[src/sv/pvfc_pkg.sv]
// Shared types and constants for the clamped velocity-form PID controller.
// Used by pid_velocity_form_clamped; depends on nothing else.
`timescale 1ns / 1ps
`default_nettype none

package pvfc_pkg;

  // Field widths.
  localparam int SP_W    = 16;
  localparam int MEAS_W  = 16;
  localparam int GAIN_W  = 8;
  localparam int LIM_W   = 10;
  localparam int ACC_W   = 18;
  localparam int FRAC_W  = 8;
  localparam int DIFF_W  = MEAS_W + 1;  // first difference of the measurement
  localparam int DIFF2_W = MEAS_W + 3;  // second difference of the measurement
  localparam int ERR_W   = SP_W + 2;    // setpoint minus measurement
  // Width of every term and of the summed update; all terms stay well below 2^32.
  localparam int SUM_W   = 34;

  // Configuration port.
  localparam int ADDR_W  = 5;
  localparam int DATA_W  = 32;

  // Register indexes (byte address is four times the index).
  typedef enum logic [2:0] {
    REG_GAIN_P  = 3'd0,
    REG_GAIN_I  = 3'd1,
    REG_GAIN_D  = 3'd2,
    REG_OUT_MAX = 3'd3,
    REG_OUT_MIN = 3'd4
  } reg_idx_t;

  // Register reset values.
  localparam logic [GAIN_W-1:0] GAIN_P_RST  = 8'd20;
  localparam logic [GAIN_W-1:0] GAIN_I_RST  = 8'd22;
  localparam logic [GAIN_W-1:0] GAIN_D_RST  = 8'd20;
  localparam logic [LIM_W-1:0]  OUT_MAX_RST = 10'd100;
  localparam logic [LIM_W-1:0]  OUT_MIN_RST = 10'd0;

  // Multiply a signed term by ten with two shifts and an add.
  function automatic logic signed [SUM_W-1:0] times_ten(input logic signed [SUM_W-1:0] x);
    return (x <<< 3) + (x <<< 1);
  endfunction

endpackage

`default_nettype wire

[src/sv/pid_velocity_form_clamped.sv]
// Clamped velocity-form PID controller with a 10.8 fixed-point drive accumulator,
// built as three register stages plus an APB register file; uses pvfc_pkg.
// Each accepted item passes through stages A, B and C; throughput is one item per cycle
// unless the result stalls, since the accumulator loop is one add and clamp in the last
// stage; a stalled result holds each stage in turn until all three fill.
// Synchronous reset empties the pipeline, zeroes the state and restores the defaults.
`timescale 1ns / 1ps
`default_nettype none

module pid_velocity_form_clamped (
  input  wire logic                          clk,
  input  wire logic                          rst,
  // Input items.
  input  wire logic                          s_tvalid,
  output logic                               s_tready,
  input  wire logic [31:0]                   s_tdata,   // [15:0] setpoint, [31:16] measured
  // Result items.
  output logic                               m_tvalid,
  input  wire logic                          m_tready,
  output logic [15:0]                        m_tdata,   // [9:0] drive, [15:10] zero
  // Configuration.
  input  wire logic                          psel,
  input  wire logic                          penable,
  input  wire logic                          pwrite,
  input  wire logic [pvfc_pkg::ADDR_W-1:0]   paddr,
  input  wire logic [pvfc_pkg::DATA_W-1:0]   pwdata,
  output logic [pvfc_pkg::DATA_W-1:0]        prdata,
  output logic                               pready
);

  localparam int SW = pvfc_pkg::SUM_W;

  // ---------------------------------------------------------------- registers
  logic [pvfc_pkg::GAIN_W-1:0] gain_p, gain_i, gain_d;
  logic [pvfc_pkg::LIM_W-1:0]  out_max, out_min;
  pvfc_pkg::reg_idx_t          reg_idx;
  logic                        wr_en;

  assign pready  = 1'b1;
  assign reg_idx = pvfc_pkg::reg_idx_t'(paddr[pvfc_pkg::ADDR_W-1:2]);
  assign wr_en   = psel && penable && pwrite;

  always_ff @(posedge clk) begin
    if (rst) begin
      gain_p  <= pvfc_pkg::GAIN_P_RST;
      gain_i  <= pvfc_pkg::GAIN_I_RST;
      gain_d  <= pvfc_pkg::GAIN_D_RST;
      out_max <= pvfc_pkg::OUT_MAX_RST;
      out_min <= pvfc_pkg::OUT_MIN_RST;
    end else if (wr_en) begin
      unique case (reg_idx)
        pvfc_pkg::REG_GAIN_P:  gain_p  <= pwdata[pvfc_pkg::GAIN_W-1:0];
        pvfc_pkg::REG_GAIN_I:  gain_i  <= pwdata[pvfc_pkg::GAIN_W-1:0];
        pvfc_pkg::REG_GAIN_D:  gain_d  <= pwdata[pvfc_pkg::GAIN_W-1:0];
        pvfc_pkg::REG_OUT_MAX: out_max <= pwdata[pvfc_pkg::LIM_W-1:0];
        pvfc_pkg::REG_OUT_MIN: out_min <= pwdata[pvfc_pkg::LIM_W-1:0];
        default: ;
      endcase
    end
  end

  always_comb begin
    unique case (reg_idx)
      pvfc_pkg::REG_GAIN_P:  prdata = {24'd0, gain_p};
      pvfc_pkg::REG_GAIN_I:  prdata = {24'd0, gain_i};
      pvfc_pkg::REG_GAIN_D:  prdata = {24'd0, gain_d};
      pvfc_pkg::REG_OUT_MAX: prdata = {22'd0, out_max};
      pvfc_pkg::REG_OUT_MIN: prdata = {22'd0, out_min};
      default:               prdata = '0;
    endcase
  end

  // ---------------------------------------------------------- flow control
  logic a_valid, b_valid, c_valid;
  logic ready_a, ready_b, ready_c;
  logic accept;

  assign ready_c  = !c_valid || m_tready;
  assign ready_b  = !b_valid || ready_c;
  assign ready_a  = !a_valid || ready_b;
  assign s_tready = ready_a;
  assign accept   = s_tvalid && ready_a;

  // ---------------------------------------------- stage A: differences
  logic [pvfc_pkg::SP_W-1:0]          sp_in;
  logic [pvfc_pkg::MEAS_W-1:0]        meas_in;
  logic [pvfc_pkg::MEAS_W-1:0]        prev_measured, prev2_measured;
  logic signed [pvfc_pkg::DIFF_W-1:0]  dm1_next, a_dm1;
  logic signed [pvfc_pkg::DIFF2_W-1:0] d2_next, a_d2;
  logic signed [pvfc_pkg::ERR_W-1:0]   err_next, a_err;
  logic                                a_clear;

  assign sp_in   = s_tdata[15:0];
  assign meas_in = s_tdata[31:16];

  assign dm1_next = $signed({meas_in[15], meas_in}) - $signed({prev_measured[15], prev_measured});
  // m - 2*m1 + m2, every operand sign-extended to the full width.
  assign d2_next  = $signed({{3{meas_in[15]}}, meas_in})
                  - $signed({{2{prev_measured[15]}}, prev_measured, 1'b0})
                  + $signed({{3{prev2_measured[15]}}, prev2_measured});
  assign err_next = $signed({2'b00, sp_in}) - $signed({{2{meas_in[15]}}, meas_in});

  always_ff @(posedge clk) begin
    if (rst) begin
      a_valid        <= 1'b0;
      prev_measured  <= '0;
      prev2_measured <= '0;
    end else begin
      if (ready_a) a_valid <= s_tvalid;
      if (accept) begin
        prev2_measured <= prev_measured;
        prev_measured  <= meas_in;
      end
    end
  end

  always_ff @(posedge clk) begin
    if (accept) begin
      a_dm1   <= dm1_next;
      a_d2    <= d2_next;
      a_err   <= err_next;
      a_clear <= (sp_in == '0);
    end
  end

  // ---------------------------------------------- stage B: gain products
  logic signed [25:0]   p_prod;
  logic signed [26:0]   i_prod, i_adj, i_half;
  logic signed [27:0]   d_prod;
  logic signed [SW-1:0] b_p10, b_i, b_d10;
  logic                 b_clear;

  assign p_prod = $signed({1'b0, gain_p}) * a_dm1;
  assign i_prod = $signed({1'b0, gain_i}) * a_err;
  assign d_prod = $signed({1'b0, gain_d}) * a_d2;
  // Halve with truncation toward zero: bias negative values by one before the shift.
  assign i_adj  = i_prod + $signed({26'd0, i_prod[26]});
  assign i_half = i_adj >>> 1;

  always_ff @(posedge clk) begin
    if (rst) begin
      b_valid <= 1'b0;
    end else if (ready_b) begin
      b_valid <= a_valid;
    end
  end

  always_ff @(posedge clk) begin
    if (ready_b && a_valid) begin
      b_p10   <= pvfc_pkg::times_ten(SW'(p_prod));
      b_i     <= SW'(i_half);
      // gain_d * d2 * 500 / 50 is exact, so it is simply times ten.
      b_d10   <= pvfc_pkg::times_ten(SW'(d_prod));
      b_clear <= a_clear;
    end
  end

  // --------------------------------------- stage C: accumulate and clamp
  logic [pvfc_pkg::ACC_W-1:0] accumulator, acc_next;
  logic [pvfc_pkg::LIM_W-1:0] drive;
  logic signed [SW-1:0]       sum, hi, lo, clamped;
  logic                       c_load;

  assign c_load = b_valid && ready_c;
  assign hi  = $signed({{(SW-pvfc_pkg::LIM_W-pvfc_pkg::FRAC_W){1'b0}}, out_max,
                        {pvfc_pkg::FRAC_W{1'b0}}});
  assign lo  = $signed({{(SW-pvfc_pkg::LIM_W-pvfc_pkg::FRAC_W){1'b0}}, out_min,
                        {pvfc_pkg::FRAC_W{1'b0}}});
  assign sum = $signed({{(SW-pvfc_pkg::ACC_W){1'b0}}, accumulator}) + b_i - b_p10 - b_d10;

  // Upper bound first, then lower, so the minimum wins when the limits cross.
  always_comb begin
    clamped = b_clear ? '0 : sum;
    if (clamped > hi) clamped = hi;
    if (clamped < lo) clamped = lo;
    acc_next = clamped[pvfc_pkg::ACC_W-1:0];
  end

  always_ff @(posedge clk) begin
    if (rst) begin
      c_valid     <= 1'b0;
      accumulator <= '0;
    end else begin
      if (ready_c) c_valid <= b_valid;
      if (c_load) accumulator <= acc_next;
    end
  end

  always_ff @(posedge clk) begin
    if (c_load) drive <= acc_next[pvfc_pkg::ACC_W-1:pvfc_pkg::FRAC_W];
  end

  assign m_tvalid = c_valid;
  assign m_tdata  = {6'd0, drive};

`ifndef NO_ASSERTIONS
  // The result always shows the integer part of the stored accumulator.
  a_drive_matches_acc: assert property (@(posedge clk) disable iff (rst)
    c_load |=> (drive == accumulator[pvfc_pkg::ACC_W-1:pvfc_pkg::FRAC_W]))
    else $error("drive does not match accumulator");

  // A zero setpoint leaves the drive at the lower limit.
  a_clear_to_min: assert property (@(posedge clk) disable iff (rst)
    (c_load && b_clear) |=> (drive == $past(out_min)))
    else $error("cleared accumulator not at lower limit");

  // With ordered limits the drive lands inside them.
  a_in_range: assert property (@(posedge clk) disable iff (rst)
    (c_load && (out_min <= out_max)) |=> (drive <= $past(out_max) && drive >= $past(out_min)))
    else $error("drive outside limits");

  // Reset empties the pipeline.
  a_reset_empty: assert property (@(posedge clk)
    rst |=> (!m_tvalid && !a_valid && !b_valid))
    else $error("pipeline not empty after reset");
`endif

endmodule

`default_nettype wire

[config.mk]
export PLATFORM = sky130hd
export DESIGN_NAME = pid_velocity_form_clamped
export DESIGN_NICKNAME = d
export VERILOG_FILES = /design/src/sv/pvfc_pkg.sv /design/src/sv/pid_velocity_form_clamped.sv
export SDC_FILE = /design/constraint.sdc
export NUM_CORES = 2
export LEC_CHECK = 0
export ABC_CLOCK_PERIOD_IN_PS = 13600
export BUFFER_PORTS_ARGS = -buffer_cell sky130_fd_sc_hd__buf_4
export CAP_MARGIN = 20
export CORE_UTILIZATION = 50
export DETAILED_ROUTE_END_ITERATION = 10
export PLACE_DENSITY = 0.67
export SYNTH_ARGS = -nofsm -noshare
export SYNTH_HDL_FRONTEND = slang
export SYNTH_SLANG_ARGS = --single-unit
[constraint.sdc]
create_clock -name clk -period 13.6 [get_ports clk]
set_clock_uncertainty 0.1 [all_clocks]
set_input_delay 1.36 -clock clk [delete_from_list [all_inputs] [get_ports clk]]
set_output_delay 1.36 -clock clk [all_outputs]
set_load 0.01 [all_outputs]
Word-level counts from Yosys, hierarchy flattened
Cells that the tools add are included.
{"block": "word_totals", "register_bits": 257, "input_bits": 76, "output_inout_bits": 51, "elab_cells": 61}
{"block": "op_classes", "addsub": 10, "multipliers": 3, "order_cmp": 2, "eq_ne": 4, "mux": 4, "reduce_logical": 18}
{"op": "34-bit 2-to-1 mux", "n": 2}
{"op": "10-bit case mux with 5 select lines", "n": 1}
{"op": "34-bit by 19-bit greater-than comparator with 1-bit output", "n": 1}
{"op": "34-bit by 19-bit less-than comparator with 1-bit output", "n": 1}
{"op": "27-bit by 34-bit subtractor with 34-bit output", "n": 1}
{"op": "34-bit subtractor", "n": 1}
{"op": "31-bit by 29-bit adder with 32-bit output", "n": 1}
{"op": "29-bit by 27-bit adder with 30-bit output", "n": 1}
{"op": "9-bit by 19-bit multiplier with 28-bit output", "n": 1}
{"op": "19-bit by 26-bit adder with 27-bit output", "n": 1}
{"op": "27-bit by 2-bit adder with 27-bit output", "n": 1}
{"op": "9-bit by 18-bit multiplier with 27-bit output", "n": 1}
{"op": "9-bit by 17-bit multiplier with 26-bit output", "n": 1}
{"op": "18-bit by 16-bit adder with 19-bit output", "n": 1}
{"op": "18-bit 2-to-1 mux", "n": 1}
{"op": "16-bit by 17-bit subtractor with 18-bit output", "n": 1}
{"op": "17-bit by 16-bit subtractor with 18-bit output", "n": 1}
{"op": "16-bit by 16-bit subtractor with 17-bit output", "n": 1}
{"op": "16-bit logical NOT", "n": 1}
{"op": "2-bit AND reduction", "n": 5}
{"op": "3-bit by 2-bit == test with 1-bit output (second input constant)", "n": 2}
{"op": "1-bit logical AND", "n": 5}
{"op": "3-bit by 1-bit == test with 1-bit output (second input constant)", "n": 1}
{"op": "3-bit == test (second input constant)", "n": 1}
{"op": "3 further kinds", "n": 7}

Logic depth before layout (Yosys ltp)
{"block": "depth", "depth_word": 8, "ltp_mapped": 38, "mapped_depth_nobuf": 38}

Worst setup path before layout
Ideal clock, no wire load.
{"block": "synth_path", "path_kind": "input to register", "start": "input port m_tready", "end": "register b_clear (enable)", "setup_ns": 0.666, "t_arrival_ns": 7.750, "required_ns": 12.834, "setup_slack_ns": 5.085, "cell_stages": 2, "path_buffers": 0, "cell_sequence": "nor2b_1 -> a21boi_0"}
{"block": "synth_between", "elab_chain_len": 3}
{"element": "start: declaration", "line_no": "pid_velocity_form_clamped.sv:19", "rtl": "input wire logic m_tready,"}
{"element": "1-bit logical OR", "line_no": "pid_velocity_form_clamped.sv:78", "rtl": "assign ready_c = !c_valid || m_tready;"}
{"element": "1-bit logical OR", "line_no": "pid_velocity_form_clamped.sv:79", "rtl": "assign ready_b = !b_valid || ready_c;"}
{"element": "1-bit logical AND", "line_no": "pid_velocity_form_clamped.sv:149", "rtl": "if (ready_b && a_valid) begin"}
{"element": "end signal: assignment", "line_no": "pid_velocity_form_clamped.sv:154", "rtl": "b_clear <= a_clear;"}
{"element": "end: declaration", "line_no": "pid_velocity_form_clamped.sv:131", "rtl": "logic b_clear;"}
No other way between the ends.
A chain may end at the register's enable or synchronous reset.

Worst setup path after layout
{"block": "layout_path", "start": "register b_p10[2]", "end": "register accumulator[16] (netlist bit)"}
{"block": "layout_between", "elab_chain_len": 7}
{"element": "start: declaration", "line_no": "pid_velocity_form_clamped.sv:130", "rtl": "logic signed [SW-1:0] b_p10, b_i, b_d10;"}
{"element": "start signal: assignment", "line_no": "pid_velocity_form_clamped.sv:150", "rtl": "b_p10 <= pvfc_pkg::times_ten(SW'(p_prod));"}
{"element": "27-bit by 34-bit subtractor with 34-bit output *", "line_no": "pid_velocity_form_clamped.sv:169", "rtl": "assign sum = $signed({{(SW-pvfc_pkg::ACC_W){1'b0}}, accumulator}) + b_i - b_p10 - b_d10;"}
{"element": "34-bit subtractor *", "line_no": "pid_velocity_form_clamped.sv:169"}
{"element": "34-bit 2-to-1 mux *", "line_no": "pid_velocity_form_clamped.sv:173", "rtl": "clamped = b_clear ? '0 : sum;"}
{"element": "34-bit by 19-bit greater-than comparator with 1-bit output", "line_no": "pid_velocity_form_clamped.sv:174", "rtl": "if (clamped > hi) clamped = hi;"}
{"element": "34-bit 2-to-1 mux *", "line_no": "pid_velocity_form_clamped.sv:174"}
{"element": "34-bit by 19-bit less-than comparator with 1-bit output", "line_no": "pid_velocity_form_clamped.sv:175", "rtl": "if (clamped < lo) clamped = lo;"}
{"element": "18-bit 2-to-1 mux *", "line_no": "pid_velocity_form_clamped.sv:175"}
{"element": "net clamped[16]", "line_no": "pid_velocity_form_clamped.sv:161", "rtl": "logic signed [SW-1:0] sum, hi, lo, clamped;"}
{"element": "end signal: assignment", "line_no": "pid_velocity_form_clamped.sv:185", "rtl": "if (c_load) accumulator <= acc_next;"}
{"element": "end: declaration", "line_no": "pid_velocity_form_clamped.sv:159", "rtl": "logic [pvfc_pkg::ACC_W-1:0] accumulator, acc_next;"}
The timed path passes the listed nets; every way through them passes the cells marked *.

==> results.md <==
* Post-synth EDFFs at 152
* Fill count at 5995
* CTS tree: done
* Top cell type's share of synthesized area at 0.2455
* Failing checks: DRC
* Total die area at 67900 sq um
* Syn avg cell area at 9.004 sq um
* # clock sinks at 249
* HPWL Detailed at approximately 65 mm
* Post-synthesis instance total at 3713
* Vias in the first global route at 24970
* Total Routing Usage GR at 0.2353
* Synthesized flop and latch total at 249
* Worst-margin pin slew at 1.156 ns
* Number of distinct library cells after synthesis at 87
* Root Buffer: clkbuf_16
* Ys async rst share at 0
* Initial DRT Pass Iterations at 8
* Slowest CP cell: o41ai_4
* Post-CTS Setup Bufs at 0
* DR vias at 24480
* Max stage delay on crit path at 0.93 ns
* Setup TNS at 0 ns
* WP data arrival at 9.77 ns
* First-pass GRT wire length at 127.0 mm
* Post-CTS Hold Fix Bufs at 0
* Setup-failing EPs final at 0
* Final Core Density at 0.5415
* Final Non-Filler Cells at between 4000 and 5000
* Status: finished, violations left
* Placed cells at 4570
* Core Area at between 60000 and 70000 sq um
* WL/cell at 16.69 um
* Post-route ant nets at 0
* Final min period at 9.379 ns
* Reg clk slew, reported paths at 0.07 ns
* DRT iter0 DRCs at 1320
* Port bufs at 73
* Crit-path max FO at 12
* Rows at between 90 and 100
* Fin Hold WS at around 0.35 ns
* Critical path class: reg -> reg
* Die width at ~260 um
* IO Count at approximately 130
* Chip Height at 260.6 um
* Layout net count at 4559
* H-tree depth at 1
* Unrepaired setup endpoints after global routing: false
* Hold Fails Final Rpt at 0
* Largest area contributor in the synthesized netlist: fa_1
* Initial antenna violation count at 2
* Routability Congestion at slightly above 0.9
* Top cell by count, worst path: a21o_1
* Yosys warning count at 0
* CTS buffer count at 30
* Most used DFF post-synth: edfxtp_1
* F_max at around 110 MHz
* Starting Density at 0.5067
* Synth-to-layout area growth at 6.879%
* Pins over their slew limit at 0
* DR vias/cell at between 5 and 6
* CP startpoint kind: flip-flop
* Routed WL at 77.24 mm
* Final worst-path cycle share at 0.6896
* Min-delay worst type: reg -> reg
* Max Cap Viol at 0
* Gr ovfl total at 0
* Remaining DRCs at 18
* Pin count of the biggest net entering global routing at 84
* Max-slew headroom at 0.2270
* Clock Tree Buf Depth at 3
* Worst Path Required at 13.99 ns
* Top post-synthesis cells by area: fa_1 25%, edfxtp_1 14%, ha_1 13%, inv_1 8.2%, dfxtp_1 5.8%
* Post-cts resize count at 0
* Worst setup EP type: flip-flop
* Cell Area, Synth at 33430 sq um
* Latest clock arrival within the worst-skew pair at 0.59 ns
* Post-synthesis sequential area ratio at 0.1946
* Layout cells sized above 1 at 0.04783
-- synth_stat cells (all sizes together), types with 11 or more instances --
| master | n |
|---|---|
| inv | 730 |
| a21oi | 169 |
| fa | 410 |
| a211oi | 17 |
| dfxtp | 97 |
| a22oi | 23 |
| or3 | 12 |
| o211ai | 11 |
| and2 | 274 |
| buf | 41 |
| or2 | 11 |
| a21boi | 26 |
| nor3 | 41 |
| xnor2 | 134 |
| clkbuf | 74 |
| nand2 | 371 |
| a31oi | 19 |
| nand4 | 16 |
| o21ai | 90 |
| a21o | 50 |
| nor2b | 30 |
| and3 | 27 |
| nand3 | 47 |
| mux2i | 25 |
| nand2b | 28 |
| nor4 | 16 |
| nor2 | 176 |
| a221o | 11 |
| edfxtp | 152 |
| mux2 | 17 |
| o21bai | 30 |
| xor2 | 50 |
| ha | 334 |
| o21a | 30 |
-- critical path, delay by kind of cell (launching register included) --
| kind | cells | cell delay (ns) |
|---|---|---|
| compound gates | 17 | 4.44 |
| fa+ha+maj | 5 | 2.07 |
| simple gates | 11 | 1.63 |
| mux | 1 | 0.44 |
| flops | 1 | 0.40 |
| xor+xnor | 1 | 0.16 |
| buf+inv | 1 | 0.04 |
-- routing by layer --
layer	up-vias	global-route usage	wire length, um
li1	11980	-	-
met1	11920	0.3147	35360
met4	0	0.07212	2622
met2	470	0.3960	35490
met3	113	0.03118	3768
met5	-	0	0
-- metrics by stage --
step,cell area (sq um),worst slack [ns]
CTS,35720,4.236
global route,35730,3.602
global placement,34690,4.375
finish,35730,4.221
floorplan,33530,5.085
detailed placement,34690,4.284
-- placed cells by master (no fill, tap or decap), types with 16 or more instances in the layout --
cell type and count:
nor3_1 41, nand4_1 16, o21a_1 30, ha_1 334, and3_1 27, o21bai_1 30, a22oi_1 23, nor2_1 176
nand2b_1 28, nand2_1 371, inv_1 729, xor2_1 50, edfxtp_1 152, conb_1 29, clkbuf_16 30, nand3_1 47
buf_4 82, a31oi_1 18, a21oi_1 169, xnor2_1 134, dfxtp_1 97, a21boi_0 25, mux2i_1 25, and2_1 274
nor2b_1 30, a21o_1 50, o21ai_0 89, a211oi_1 16, fa_1 410
-- cell type report --
class	instances	area (sq um)	area share
flip-flops and latches	249	6506	0.1821
diodes	1	2.502	0.00007004
clock inverters	22	257.7	0.007214
multi-input cells	2646	23750	0.6647
clock buffers	34	775.7	0.02171
repair buffers	82	615.6	0.01723
inverters	730	2741	0.07672
well taps	864	1081	0.03026
-- flip-flops by register name, summed over array words and instances, names as in the netlist, 17 cells and up --
signal	cells
b_i	26
b_d10	31
a_d2	19
accumulator	18
b_p10	29
a_err	18
a_dm1	17
-- final timing paths --
| kind | from | end | slack (ns) | cells after the start |
|---|---|---|---|---|
| max | b_p10[2] | accumulator[16] | 4.22 | 36 |
| max reg2reg | b_p10[2] | accumulator[16] | 4.22 | 36 |
| min reg2reg | prev2_measured[14] | prev2_measured[14] | 0.35 | 2 |
| min | prev2_measured[14] | prev2_measured[14] | 0.35 | 2 |
-- cells by family after synthesis --
group | after synthesis | share of synthesized area
AOI/OAI and AO/OA | 570 | 0.1144
xor gates and xnor gates | 184 | 0.04821
adders and majority gates | 744 | 0.3705
buffers and inverters | 845 | 0.09851
DFF | 249 | 0.1946
muxes | 42 | 0.01411
other | 2 | 0.0002246
and+or+nand+nor | 1077 | 0.1594
Power is not shown: default switching activity piles up to over one toggle a cycle in this logic, so the estimate is an artifact.
